File: src/sv/lz77te_pkg.sv
// shared types for the lz77 token encoder: beat payloads and window control
// no dependencies
package lz77te_pkg;

   // input beat
   typedef struct packed {
      logic [7:0] in_byte;
      logic       stream_end;
   } req_type;

   // result beat
   typedef struct packed {
      logic [4:0] distance;
      logic [2:0] match_length;
      logic [7:0] next_byte;
      logic       run_last;
      logic       final_token;
   } rsp_type;

   // commands from the encoder control to the search window
   typedef struct packed {
      logic       scan_start;
      logic       push;
      logic [7:0] push_byte;
      logic       clear;
   } win_ctrl_type;

   // byte stream from the search window during a scan
   typedef struct packed {
      logic       byte_valid;
      logic       byte_last;
      logic [7:0] byte_val;
   } win_stat_type;

endpackage

File: src/sv/lz77_token_encoder.sv
// top level of the lz77 token encoder: look-ahead lanes, match tracking, token output
// depends on lz77te_pkg and lz77te_window
//
//   channel | direction | handshake             | payload
//   req     | in        | req_valid/req_ready   | req_data (in_byte, stream_end)
//   rsp     | out       | rsp_valid/rsp_ready   | rsp_data (distance .. final_token)
//
// a byte that neither fills the look-ahead nor ends the stream is stored without a scan
// a token takes a window scan (one memory read per position)
// plus an emit step and match_length + 1 window writes
// reset empties look-ahead and window; unwritten window slots read as zero, no clear pass
// a held result keeps the next token waiting in emit, and the input waits with it
module lz77_token_encoder #(
   parameter int SEARCH_SIZE    = 16,
   parameter int LOOKAHEAD_SIZE = 8
) (
   input  logic                clock,
   input  logic                reset,
   input  logic                req_valid,
   output logic                req_ready,
   input  lz77te_pkg::req_type req_data,
   output logic                rsp_valid,
   input  logic                rsp_ready,
   output lz77te_pkg::rsp_type rsp_data
);
   import lz77te_pkg::*;

   localparam int FW = $clog2(LOOKAHEAD_SIZE + 1);
   localparam int LW = $clog2(LOOKAHEAD_SIZE);
   localparam int PW = (SEARCH_SIZE > 1) ? $clog2(SEARCH_SIZE) : 1;
   localparam int CW = $clog2(SEARCH_SIZE + 1);
   localparam int DW = (CW > 5) ? CW : 5;
   localparam int MW = (LW > 3) ? LW : 3;

   localparam logic [1:0] ST_IDLE  = 2'd0;
   localparam logic [1:0] ST_SCAN  = 2'd1;
   localparam logic [1:0] ST_EMIT  = 2'd2;
   localparam logic [1:0] ST_SHIFT = 2'd3;

   logic [1:0]                state_ff, state_in;
   logic [FW-1:0]             fill_ff, fill_in;
   logic [7:0]                la_ff [LOOKAHEAD_SIZE];
   logic [7:0]                la_in [LOOKAHEAD_SIZE];
   logic                      end_ff, end_in;
   logic [LOOKAHEAD_SIZE-1:0] alive_ff, alive_in;
   logic [LOOKAHEAD_SIZE-1:0] new_v;
   logic [LW-1:0]             best_ff, best_in;
   logic [PW-1:0]             pos_ff, pos_in;
   logic [PW-1:0]             p_ff, p_in;
   logic [FW-1:0]             shift_ff, shift_in;
   rsp_type                   rsp_ff, rsp_in;
   logic                      rsp_valid_ff, rsp_valid_in;
   logic [FW-1:0]             cap;
   logic [FW-1:0]             remain;
   logic                      hit;
   logic                      go_scan;
   logic [DW-1:0]             dist_w;
   logic [MW-1:0]             len_w;
   win_ctrl_type              win_ctrl;
   win_stat_type              win_stat;

   lz77te_window #(
      .SEARCH_SIZE(SEARCH_SIZE)
   ) u_window (
      .clock (clock),
      .reset (reset),
      .ctrl  (win_ctrl),
      .stat  (win_stat)
   );

   // match lanes: lane k extends a candidate that already matched k-1 bytes
   assign cap = fill_ff - FW'(1);
   always_comb begin
      new_v[0] = 1'b0;
      for (int k = 1; k < LOOKAHEAD_SIZE; k++) begin
         if (k == 1) begin
            new_v[k] = (win_stat.byte_val == la_ff[0]) && (FW'(k) <= cap);
         end else begin
            new_v[k] = alive_ff[k-1] && (win_stat.byte_val == la_ff[k-1]) &&
                       (FW'(k) <= cap);
         end
      end
   end

   // a candidate reaching best+1 first is the earliest one that long
   assign hit    = new_v[best_ff + LW'(1)];
   assign remain = fill_ff - FW'(best_ff) - FW'(1);
   assign dist_w = DW'(SEARCH_SIZE) - DW'(pos_ff);
   assign len_w  = MW'(best_ff);

   // control sequencer
   always_comb begin
      state_in     = state_ff;
      fill_in      = fill_ff;
      la_in        = la_ff;
      end_in       = end_ff;
      alive_in     = alive_ff;
      best_in      = best_ff;
      pos_in       = pos_ff;
      p_in         = p_ff;
      shift_in     = shift_ff;
      rsp_in       = rsp_ff;
      rsp_valid_in = rsp_valid_ff && !rsp_ready;
      go_scan      = 1'b0;
      win_ctrl     = '0;

      case (state_ff)
         ST_IDLE: begin
            if (req_valid) begin
               la_in[fill_ff[LW-1:0]] = req_data.in_byte;
               fill_in = fill_ff + FW'(1);
               end_in  = req_data.stream_end;
               if (req_data.stream_end || (fill_in == FW'(LOOKAHEAD_SIZE))) begin
                  go_scan  = 1'b1;
                  state_in = ST_SCAN;
               end
            end
         end
         ST_SCAN: begin
            if (win_stat.byte_valid) begin
               alive_in = new_v;
               p_in     = p_ff + PW'(1);
               if (hit) begin
                  best_in = best_ff + LW'(1);
                  pos_in  = p_ff - PW'(best_ff);
               end
               if (win_stat.byte_last) begin
                  state_in = ST_EMIT;
               end
            end
         end
         ST_EMIT: begin
            if (!rsp_valid_ff || rsp_ready) begin
               rsp_in.distance     = (best_ff != '0) ? dist_w[4:0] : 5'd0;
               rsp_in.match_length = len_w[2:0];
               rsp_in.next_byte    = la_ff[best_ff];
               rsp_in.run_last     = !end_ff || (remain == '0);
               rsp_in.final_token  = end_ff && (remain == '0);
               rsp_valid_in        = 1'b1;
               shift_in            = FW'(best_ff) + FW'(1);
               state_in            = ST_SHIFT;
            end
         end
         ST_SHIFT: begin
            // slide one byte from the look-ahead into the window
            win_ctrl.push      = 1'b1;
            win_ctrl.push_byte = la_ff[0];
            for (int k = 0; k < LOOKAHEAD_SIZE - 1; k++) begin
               la_in[k] = la_ff[k+1];
            end
            fill_in  = fill_ff - FW'(1);
            shift_in = shift_ff - FW'(1);
            if (shift_ff == FW'(1)) begin
               if (!end_ff) begin
                  state_in = ST_IDLE;
               end else if (fill_ff == FW'(1)) begin
                  win_ctrl.clear = 1'b1;
                  end_in         = 1'b0;
                  state_in       = ST_IDLE;
               end else begin
                  go_scan  = 1'b1;
                  state_in = ST_SCAN;
               end
            end
         end
         default: begin
            state_in = ST_IDLE;
         end
      endcase

      // fresh search state for each token
      if (go_scan) begin
         win_ctrl.scan_start = 1'b1;
         alive_in = '0;
         best_in  = '0;
         pos_in   = '0;
         p_in     = '0;
      end
   end

   always_ff @(posedge clock) begin
      if (reset) begin
         state_ff     <= ST_IDLE;
         fill_ff      <= '0;
         end_ff       <= 1'b0;
         rsp_valid_ff <= 1'b0;
      end else begin
         state_ff     <= state_in;
         fill_ff      <= fill_in;
         end_ff       <= end_in;
         rsp_valid_ff <= rsp_valid_in;
      end
   end

   // payload and search registers
   always_ff @(posedge clock) begin
      la_ff    <= la_in;
      alive_ff <= alive_in;
      best_ff  <= best_in;
      pos_ff   <= pos_in;
      p_ff     <= p_in;
      shift_ff <= shift_in;
      rsp_ff   <= rsp_in;
   end

   assign req_ready = (state_ff == ST_IDLE);
   assign rsp_valid = rsp_valid_ff;
   assign rsp_data  = rsp_ff;

   // checks
   a_fill_bound: assert property (@(posedge clock) disable iff (reset)
      fill_ff <= FW'(LOOKAHEAD_SIZE))
      else $error("look-ahead fill past its size");
   a_scan_only: assert property (@(posedge clock) disable iff (reset)
      win_stat.byte_valid |-> (state_ff == ST_SCAN))
      else $error("window byte outside a scan");
   a_end_starts_scan: assert property (@(posedge clock) disable iff (reset)
      (req_valid && req_ready && req_data.stream_end) |=> (state_ff == ST_SCAN))
      else $error("final beat did not start a flush");
   a_final_is_run_last: assert property (@(posedge clock) disable iff (reset)
      (rsp_valid_ff && rsp_ff.final_token) |-> rsp_ff.run_last)
      else $error("final token without run_last");
   a_best_within_cap: assert property (@(posedge clock) disable iff (reset)
      (state_ff == ST_EMIT) |-> (FW'(best_ff) < fill_ff))
      else $error("match length leaves no next byte");

endmodule

File: src/sv/lz77te_window.sv
// search window of the lz77 token encoder: circular byte memory with fill count
// depends on lz77te_pkg
module lz77te_window #(
   parameter int SEARCH_SIZE = 16
) (
   input  logic                  clock,
   input  logic                  reset,
   input  lz77te_pkg::win_ctrl_type ctrl,
   output lz77te_pkg::win_stat_type stat
);
   import lz77te_pkg::*;

   localparam int AW = (SEARCH_SIZE > 1) ? $clog2(SEARCH_SIZE) : 1;
   localparam int CW = $clog2(SEARCH_SIZE + 1);

   logic [7:0]    mem [SEARCH_SIZE];
   logic [AW-1:0] head_ff, head_in;
   logic [CW-1:0] cnt_ff, cnt_in;
   logic [AW-1:0] rd_ptr_ff, rd_ptr_in;
   logic [CW-1:0] issue_ff, issue_in;
   logic          scanning_ff, scanning_in;
   logic [7:0]    rd_data_ff;
   logic          vld_ff, vld_in;
   logic          last_ff, last_in;
   logic          zero_ff, zero_in;

   function automatic logic [AW-1:0] wrap_inc(input logic [AW-1:0] ptr);
      logic [AW-1:0] r;
      r = (ptr == AW'(SEARCH_SIZE - 1)) ? '0 : ptr + AW'(1);
      return r;
   endfunction

   // byte memory: one write port, one registered read port
   always_ff @(posedge clock) begin
      if (ctrl.push) begin
         mem[head_ff] <= ctrl.push_byte;
      end
      rd_data_ff <= mem[rd_ptr_ff];
   end

   // write pointer and fill count; slots never written read as zero
   always_comb begin
      head_in = head_ff;
      cnt_in  = cnt_ff;
      if (ctrl.clear) begin
         head_in = '0;
         cnt_in  = '0;
      end else if (ctrl.push) begin
         head_in = wrap_inc(head_ff);
         if (cnt_ff != CW'(SEARCH_SIZE)) begin
            cnt_in = cnt_ff + CW'(1);
         end
      end
   end

   // scan sequencer: oldest to newest, one read per cycle
   always_comb begin
      rd_ptr_in   = rd_ptr_ff;
      issue_in    = issue_ff;
      scanning_in = scanning_ff;
      vld_in      = 1'b0;
      last_in     = 1'b0;
      zero_in     = 1'b0;
      if (ctrl.scan_start) begin
         // oldest slot, counting a push in this same cycle
         rd_ptr_in   = head_in;
         issue_in    = '0;
         scanning_in = 1'b1;
      end else if (scanning_ff) begin
         vld_in    = 1'b1;
         last_in   = (issue_ff == CW'(SEARCH_SIZE - 1));
         zero_in   = (issue_ff < (CW'(SEARCH_SIZE) - cnt_ff));
         rd_ptr_in = wrap_inc(rd_ptr_ff);
         issue_in  = issue_ff + CW'(1);
         if (last_in) begin
            scanning_in = 1'b0;
         end
      end
   end

   always_ff @(posedge clock) begin
      if (reset) begin
         head_ff     <= '0;
         cnt_ff      <= '0;
         rd_ptr_ff   <= '0;
         issue_ff    <= '0;
         scanning_ff <= 1'b0;
         vld_ff      <= 1'b0;
         last_ff     <= 1'b0;
         zero_ff     <= 1'b0;
      end else begin
         head_ff     <= head_in;
         cnt_ff      <= cnt_in;
         rd_ptr_ff   <= rd_ptr_in;
         issue_ff    <= issue_in;
         scanning_ff <= scanning_in;
         vld_ff      <= vld_in;
         last_ff     <= last_in;
         zero_ff     <= zero_in;
      end
   end

   // scan output
   assign stat.byte_valid = vld_ff;
   assign stat.byte_last  = last_ff;
   assign stat.byte_val   = zero_ff ? 8'd0 : rd_data_ff;

   // checks
   a_cnt_bound: assert property (@(posedge clock) disable iff (reset)
      cnt_ff <= CW'(SEARCH_SIZE))
      else $error("window fill count past window size");
   a_no_push_in_scan: assert property (@(posedge clock) disable iff (reset)
      ctrl.push |-> !scanning_ff)
      else $error("window write during scan");
   a_last_ends_scan: assert property (@(posedge clock) disable iff (reset)
      (vld_ff && last_ff) |=> !vld_ff)
      else $error("scan output after last byte");

endmodule

File: config.mk
export PLATFORM = sky130hd
export DESIGN_NAME = lz77_token_encoder
export DESIGN_NICKNAME = d
export VERILOG_FILES = /design/src/sv/lz77te_pkg.sv /design/src/sv/lz77_token_encoder.sv /design/src/sv/lz77te_window.sv
export SDC_FILE = /design/constraint.sdc
export NUM_CORES = 1
export LEC_CHECK = 0
export ABC_AREA = 1
export BUFFER_PORTS_ARGS = -buffer_cell sky130_fd_sc_hd__buf_4
export CORE_ASPECT_RATIO = 0.7
export CORE_MARGIN = 1
export CORE_UTILIZATION = 60
export CTS_CLUSTER_SIZE = 12
export DETAILED_ROUTE_END_ITERATION = 8
export GPL_ROUTABILITY_DRIVEN = 0
export GPL_TIMING_DRIVEN = 0
export MAX_ROUTING_LAYER = met4
export PLACE_DENSITY = 0.77
export SLEW_MARGIN = 5
export SYNTH_ARGS = -nofsm -noshare
export SYNTH_HDL_FRONTEND = slang
export SYNTH_HIERARCHICAL = 1
export SYNTH_SLANG_ARGS = --single-unit
File: constraint.sdc
create_clock -name clock -period 3.2 [get_ports clock]
set_clock_uncertainty 0.2 [all_clocks]
set_input_delay 0.16 -clock clock [delete_from_list [all_inputs] [get_ports clock]]
set_output_delay 0.16 -clock clock [all_outputs]
set_load 0.1 [all_outputs]
==> summary.md, run 1 <==
| Metric | Value |
|---|---|
| Vias | `11.6k` |
| Avg WL per Cell | `18.9 µm` |
| Hold Violations, Final | `0` |
| Min-delay worst type | `input port to flop` |
| Slew at the pin with the worst max-slew slack | `846 ps` |
| Post-synth EDFFs | `214` |
| Final setup vio count | `0` |
| Fmax | `321 MHz` |
| Commonest non-fill, non-tap cell in the layout | `nand2_1` |
| Gr ovfl total | `0` |
| Worst path slowest cell | `ha_1` |
| Worst Hold Slack | `156 ps` |
| Area grow syn2layout | `11.4%` |
| FFs w/ async S/R, synth | `0%` |
| Top_reg_cell synth | `edfxtp_1` |
| Post-route ant nets | `0` |
| CTS tree | `built` |
| Global-route wire length before repair | `57000 µm` |
| WP data arrival | `3340 ps` |
| Setup repair bufs after CTS | `0` |
| Row count | `46` |
| Failing checks | `design-rule violations` |
| Clk slew on worst S/H paths | `60 ps` |
| Cells after Synth | `1584` |
| Commonest cells after routing, fill and taps aside | `nand2_1, inv_1, edfxtp_1, nand3_1, nor2_1` |
| Mapped cell area | `0.0138 mm²` |
| DP Worst Slack | `-142 ps` |
| CP Launch Type | `flop` |
| Total core area | `0.0226 mm²` |
| Mapped Nets | `1634` |
| Num CTS Buffers | `27` |
| Power Density | `777 mW/mm²` |
| Family with the most delay on the worst path | `buffers and inverters` |
| DRT iter0 DRCs | `1784` |
| Slew Limit Fails | `0` |
| Buffers on Ports | `32` |
| Total power | `12000 µW` |
| Setup CP Type | `flop to flop` |
| Library cells used by synthesis | `46` |
| Die Wd | `183 µm` |
| Die ar. | `0.0236 mm²` |
| IO Pins | `33` |
| Tot GR Track Use | `33.0%` |
| Maximum vdd drop | `655 µV` |
| RSZ-0062 raised after global routing | `false` |
| Die height | `129 µm` |
| Crit path buf inv count | `6` |
| Initial antenna violation count | `1` |
| # clock sinks | `269` |
| Initial core utilization | `61.0%` |
| Yosys warns | `6` |
| # nets final | `1709` |
| Dpl hpwl | `27300 µm` |
| Leak Pwr | `0.00679 µW` |
| Critical path required time | `3420 ps` |
| Clk root buf | `clkbuf_16` |
| Layout cells sized above 1 | `9.41%` |
| Drt drc | `11` |
| Tmin final | `3110 ps` |
| Outcome | `finished with violations` |
| Synth Area per Inst | `8.71 µm²` |
| Flop and latch count out of synthesis | `269` |
| Share of the clock period used by the worst path | `97.3%` |
| Largest net degree at the start of global routing | `17` |
| Vias/cell | `5.80` |
| CTS max path bufs | `3` |
| Post-Route WL | `37700 µm` |
| Worst Path Max Fanout | `11` |
| Layout fillers | `1835` |
| Worst-Skew Late Latency | `530 ps` |
| Cell Chain, Critical Path | `clkbuf_2 -> inv_2 -> clkbuf_2 -> clkbuf_2 -> ha_1 -> inv_1 -> nor2_1 -> nand2_1 -> nand3_1 -> nand2_1 -> nand3_4 -> buf_6 -> nand2_2 -> nand2_1 -> nor2_2` |
| Slew HR | `43.4%` |
| Max-Cap Viols | `0` |
| CTS H-tree lvls | `1` |
| Seq/Total Area, Yosys | `54.6%` |
| Final worst setup slack | `85.5 ps` |
| Nature of the critical path endpoint | `flop` |
| CP peak stage delay | `580 ps` |
| First drt pass iteration count | `9` |
| Vias in the first global route | `10.7k` |
worst paths after layout:
kind | from | cells after the start | slack, ps | end
max | best_ff[0] | 15 | 90 | best_ff[1]
min | req_data[3] | 2 | 160 | la_ff[2]
max reg2reg | best_ff[0] | 15 | 90 | best_ff[1]
min reg2reg | best_ff[2] | 0 | 230 | rsp_data[12]
sequential cells by signal, summed over array words and instances, names as in the netlist:
register	cells
shift_ff	4
u_window/issue_ff	5
u_window/rd_ptr_ff	4
la_ff	64
u_window/zero_ff	1
u_window/last_ff	1
best_ff	3
fill_ff	4
u_window/cnt_ff	5
p_ff	4
u_window/scanning_ff	1
rsp_valid	1
state_ff	2
end_ff	1
u_window/head_ff	4
u_window/vld_ff	1
rsp_data	18
pos_ff	4
u_window/rd_data_ff	8
u_window/mem	128
alive_ff	6
report_power, final:
group	internal (µW)	leakage (µW)	switching [µW]	total, µW
clock network	1640	0.000376	1290	2920
logic	1230	0.00403	3200	4420
registers	4300	0.00238	311	4610
final cells by class:
| type | count | area [µm²] | share of cell area (%) |
|---|---|---|---|
| sequential | 269 | 7530 | 49.0 |
| timing repair buffer | 46 | 385 | 2.51 |
| buffer | 62 | 364 | 2.37 |
| clock inverter | 3 | 15.0 | 0.0977 |
| multi-input combinational | 972 | 4850 | 31.5 |
| antenna | 1 | 2.50 | 0.0163 |
| inverter | 281 | 1060 | 6.89 |
| tap | 312 | 390 | 2.54 |
| clock buffer | 46 | 777 | 5.05 |
stage by stage:
step	setup TNS [ps]	instances	cell area (µm²)	util (%)
after floorplan	0	1584	13800	-
after global placement	-858	1928	14400	63.8
after detailed placement	-792	1929	14400	63.9
after CTS	0	1991	15400	67.9
after global routing	0	1992	15400	68.0
final	0	1992	15400	68.0
synthesized netlist by cell type, types with 3 or more instances:
cell	instances	area (µm²)
clkbuf_1	21	78.8
a221oi_1	3	26.3
nor2_2	5	31.3
inv_2	20	75.1
o21ai_1	6	30.0
o21ai_0	74	370
inv_1	256	961
nand2_1	434	1630
xnor2_1	15	131
buf_2	15	75.1
nand2_4	3	33.8
clkinv_1	3	11.3
nand4_1	15	93.8
nand2_2	8	50.1
nor2_1	98	368
buf_4	19	143
o211ai_1	8	60.1
nand3_1	104	521
xor2_1	12	105
edfxtp_1	214	6430
o22ai_1	44	275
nor4_1	3	18.8
a31oi_1	9	56.3
nor3_1	13	65.1
a21oi_1	54	270
a211oi_1	4	30.0
buf_6	5	56.3
dfxtp_1	55	1100
nand3_2	5	50.1
ha_1	35	438
cells by family (layout without fill, tap and decap cells):
family | after synthesis | after routing | share of synthesized area, %
other cells | 0 | 1 | 0
buf+inv | 343 | 438 | 10.3
simple gates | 698 | 698 | 21.4
flops | 269 | 269 | 54.6
xor+xnor | 27 | 27 | 1.71
fa+ha+maj | 37 | 37 | 3.47
compound gates | 210 | 210 | 8.58
layer usage:
layer	GRT usage (%)	share of wire (%)
met3	12.3	16
met4	9.17	3.0
met5	-	0
met2	43.6	39
met1	47.1	42
timing repair:
item	CTS	global route
setup endpoints to repair	6	7
gates resized for setup	2	3
hold endpoints to repair	22	0
hold buffers	13	0
Note: power is estimated with default switching activity, not from simulation.
==> run 2, diff against run 1 <==
Settings changed: GPL_ROUTABILITY_DRIVEN 0 to 1, SYNTH_HIERARCHICAL 1 to default.
==> run 2 against run 1 <==
  * The run now ends clean
  * Core utilization rose by 1.7 points
  * Wire length fell by 3.9%
  * Synthesized area fell by 5.0%
  * Synthesized cell count shrank 12%
  * Non-clock buffer count decreased by 6
  * Sequential power hardly changed
  * Register-to-register slack is essentially flat
  * Sequential share of layout area increased by 2.3 points
==> summary.md, run 2 <==
| Metric | Value |
|---|---|
| Vias | `10.8k (-6.4%)` |
| FF-to-FF Start | `state_ff[0]` |
| Hold path depth | `2 (unchanged)` |
| WP data arrival | `3160 ps (-180 ps)` |
| Worst-Skew Late Latency | `530 ps (about the same)` |
| IO Pins | `33 (unchanged)` |
| Mapped Nets | `1438 (-12%)` |
| Clk root buf | `clkbuf_16` |
| Final instance area | `0.0147 mm² (-4.5%)` |
| Row count | `44 (-4.3%)` |
| Area of the multi-input gates | `0.00477 mm² (-1.7%)` |
| Setup repair bufs after CTS | `0 (unchanged)` |
| Nature of the critical path endpoint | `flop` |
| Die ar. | `0.0224 mm² (-4.9%)` |
| Slew at the pin with the worst max-slew slack | `1020 ps (+179 ps)` |
| Synth area leader | `edfxtp_1` |
| Seq/Total Area, Yosys | `57.4% (+2.9 points)` |
| Hold Violations, Final | `0 (unchanged)` |
| Global-route wire length before repair | `56000 µm (-1.9%)` |
| Area grow syn2layout | `12.0%` |
| Vias in the first global route | `10.0k (-5.8%)` |
| Post-Route WL | `36200 µm (-3.9%)` |
| Max-Cap Viols | `0 (unchanged)` |
| Setup CP Type | `flop to flop` |
| CTS tree | `built` |
| Commonest cells after routing, fill and taps aside | `nand2_1, edfxtp_1, nor2_1, inv_1, o21ai_0` |
| Final setup vio count | `0 (unchanged)` |
| Hold Path End | `la_ff[6]` |
| Synth Area per Inst | `9.44 µm² (+8.4%)` |
| Avg WL per Cell | `20.6 µm (+8.7%)` |
| Die Wd | `179 µm (-2.5%)` |
| Max reg flops | `128 (unchanged)` |
| Yosys warns | `0 (-6)` |
| Share of the clock period used by the worst path | `97.2% (-0.13 points)` |
| Total core area | `0.0211 mm² (-6.8%)` |
| Tot GR Track Use | `34.0% (+0.91 points)` |
| # clock sinks | `269 (unchanged)` |
| Commonest non-fill, non-tap cell in the layout | `nand2_1` |
| CP Launch Type | `flop` |
| Vias/cell | `6.14 (+5.9%)` |
| CTS max path bufs | `3 (unchanged)` |
| GP Congestion | `1.02` |
| Leak Pwr | `0.00567 µW (-16%)` |
| Fmax | `322 MHz (+0.14%)` |
| Library cells used by synthesis | `47 (+2.2%)` |
| R2R Path End | `la_ff[9]` |
| Slew HR | `31.4% (-12 points)` |
| Gr ovfl total | `0 (unchanged)` |
| Layout fillers | `1625 (-11%)` |
| # nets final | `1513 (-11%)` |
| Worst Hold Launch | `req_data[7]` |
| Cell Chain, Critical Path | `ha_1 -> clkbuf_1 -> clkinv_1 -> nand2_1 -> clkinv_1 -> nand2_1 -> o21ai_0` |
| Mapped cell area | `0.0131 mm² (-5.0%)` |
| Critical path required time | `3250 ps (-170 ps)` |
| Flop and latch count out of synthesis | `269 (unchanged)` |
| CTS H-tree lvls | `1 (unchanged)` |
| Initial antenna violation count | `3 (+2)` |
| Total power | `11400 µW (-5.0%)` |
| Placed Area | `0.0137 mm² (-5.1%)` |
| Synth area leaders | `edfxtp_1, dfxtp_1, nand2_1` |
| Drt drc | `0 (-11)` |
| Post-synth EDFFs | `214 (unchanged)` |
| Maximum vdd drop | `568 µV (-13%)` |
| Initial core utilization | `62.1% (+1.2 points)` |
| Crit path buf inv count | `3 (-3)` |
| Synth top area share | `49.0% (+2.5 points)` |
| Largest Register | `u_window.mem` |
| Buffers on Ports | `32 (unchanged)` |
| Count leader, synth | `nand2_1` |
| Dpl hpwl | `26300 µm (-3.7%)` |
| Power Density | `774 mW/mm² (-0.50%)` |
| Clk slew on worst S/H paths | `60 ps (about the same)` |
| Tmin final | `3110 ps (-4.25 ps)` |
| First drt pass iteration count | `6 (-3)` |
| Seq. cell area | `0.00753 mm² (unchanged)` |
| CP peak stage delay | `440 ps (-140 ps)` |
| Reg2Reg Depth | `7 (-8)` |
| Final core utilization | `69.6% (+1.7 points)` |
| Cells after Synth | `1388 (-12%)` |
| Reg-to-reg setup timing slack | `90 ps (about the same)` |
| Outcome | `complete, no violations` |
| Most common library cells after synthesis | `nand2_1, edfxtp_1, nor2_1` |
| FFs w/ async S/R, synth | `0% (unchanged)` |
| Layout cells sized above 1 | `7.89% (-1.5 points)` |
| Family with the most delay on the worst path | `buffers and inverters` |
| Min-delay worst type | `input port to flop` |
| Post-route ant nets | `0 (unchanged)` |
| Num CTS Buffers | `27 (unchanged)` |
| Setup crit start | `state_ff[0]` |
| Worst Path Max Fanout | `9 (-2)` |
| Slew Limit Fails | `0 (unchanged)` |
| Worst path slowest cell | `nand2_1` |
| Top_reg_cell synth | `edfxtp_1` |
| Largest net degree at the start of global routing | `17 (unchanged)` |
| DRT iter0 DRCs | `1934 (+8.4%)` |
| Die height | `126 µm (-2.5%)` |
==> run 2: changes by cell type after synthesis, moves of 20 or more <==
| cell | delta |
|---|---|
| o21ai_0 | +31 |
| o32ai_1 | +20 |
| inv_1 | -105 |
| nand3_1 | -44 |
| nor2_1 | +88 |
| nand2_1 | -158 |
==> run 2: final cells by class <==
| cell class | instances | share of cell area, % |
|---|---|---|
| Inverter | 157 | 4.03 |
| Multi-Input combinational cell | 906 | 32.5 |
| Clock inverter | 2 | 0.0682 |
| Timing Repair Buffer | 46 | 2.60 |
| Sequential cell | 269 | 51.3 |
| Antenna cell | 2 | 0.0341 |
| Buffer | 56 | 1.76 |
| Tap cell | 276 | 2.35 |
| Clock buffer | 47 | 5.39 |
==> run 2: worst max path at each step <==
stage                           to  slack (ps)  cells past startpoint
2_1_floorplan            la_ff[10]         390                      7
3_3_place_gp   u_window.mem[13][3]        -230                      6
3_5_place_dp   u_window.mem[13][3]        -300                      6
4_1_cts                  la_ff[12]          30                      7
5_1_grt                  la_ff[56]          -6                      8
6_report                  la_ff[9]          90                      7
==> run 2: layer usage <==
| metal | vias to the layer above | share of wire [%] | GRT usage [%] |
|---|---|---|---|
| li1 | 4923 | - | - |
| met1 | 5032 | 43 | 51.7 |
| met2 | 780 | 40 | 45.2 |
| met3 | 80 | 14 | 9.21 |
| met4 | 0 | 1.9 | 7.13 |
| met5 | - | 0 | - |
==> run 2: cell families (layout without fill, tap and decap cells) <==
family / count (synthesis) / after routing / share of synthesized area (%)
muxes: 12 / 12 / 0.917
other: 0 / 2 / 0
AOI/OAI and AO/OA: 273 / 273 / 12.4
DFF: 269 / 269 / 57.4
xor gates and xnor gates: 22 / 22 / 1.47
buffers and inverters: 213 / 308 / 6.45
adders and majority gates: 37 / 37 / 3.65
and+or+nand+nor: 562 / 562 / 17.7
==> run 2: metrics by stage <==
stage | TNS [ps] | worst slack, ps | hold slack, ps | instances
2_1_floorplan | 0 | 394 | 58.9 | 1388
3_3_place_gp | -17040 | -229 | 148 | 1696
3_5_place_dp | -23840 | -297 | 149 | 1697
4_1_cts | 0 | 26.0 | 145 | 1759
5_1_grt | -45.9 | -6.31 | 151 | 1761
6_report | 0 | 89.8 | 153 | 1761
==> run 2: repair_timing <==
| action | 4_1_cts | 5_1_grt |
|---|---|---|
| resized for setup | 13 | 8 |
| hold buffers | 13 | 0 |
| cloned | 0 | 0 |
| setup endpoints to repair | 96 | 153 |
| endpoints found under the hold margin | 67 | 0 |
==> run 2: report_power, final <==
| group | switching [µW] | internal [µW] |
|---|---|---|
| clock network | 1290 | 1660 |
| registers | 343 | 4280 |
| logic | 2770 | 1010 |
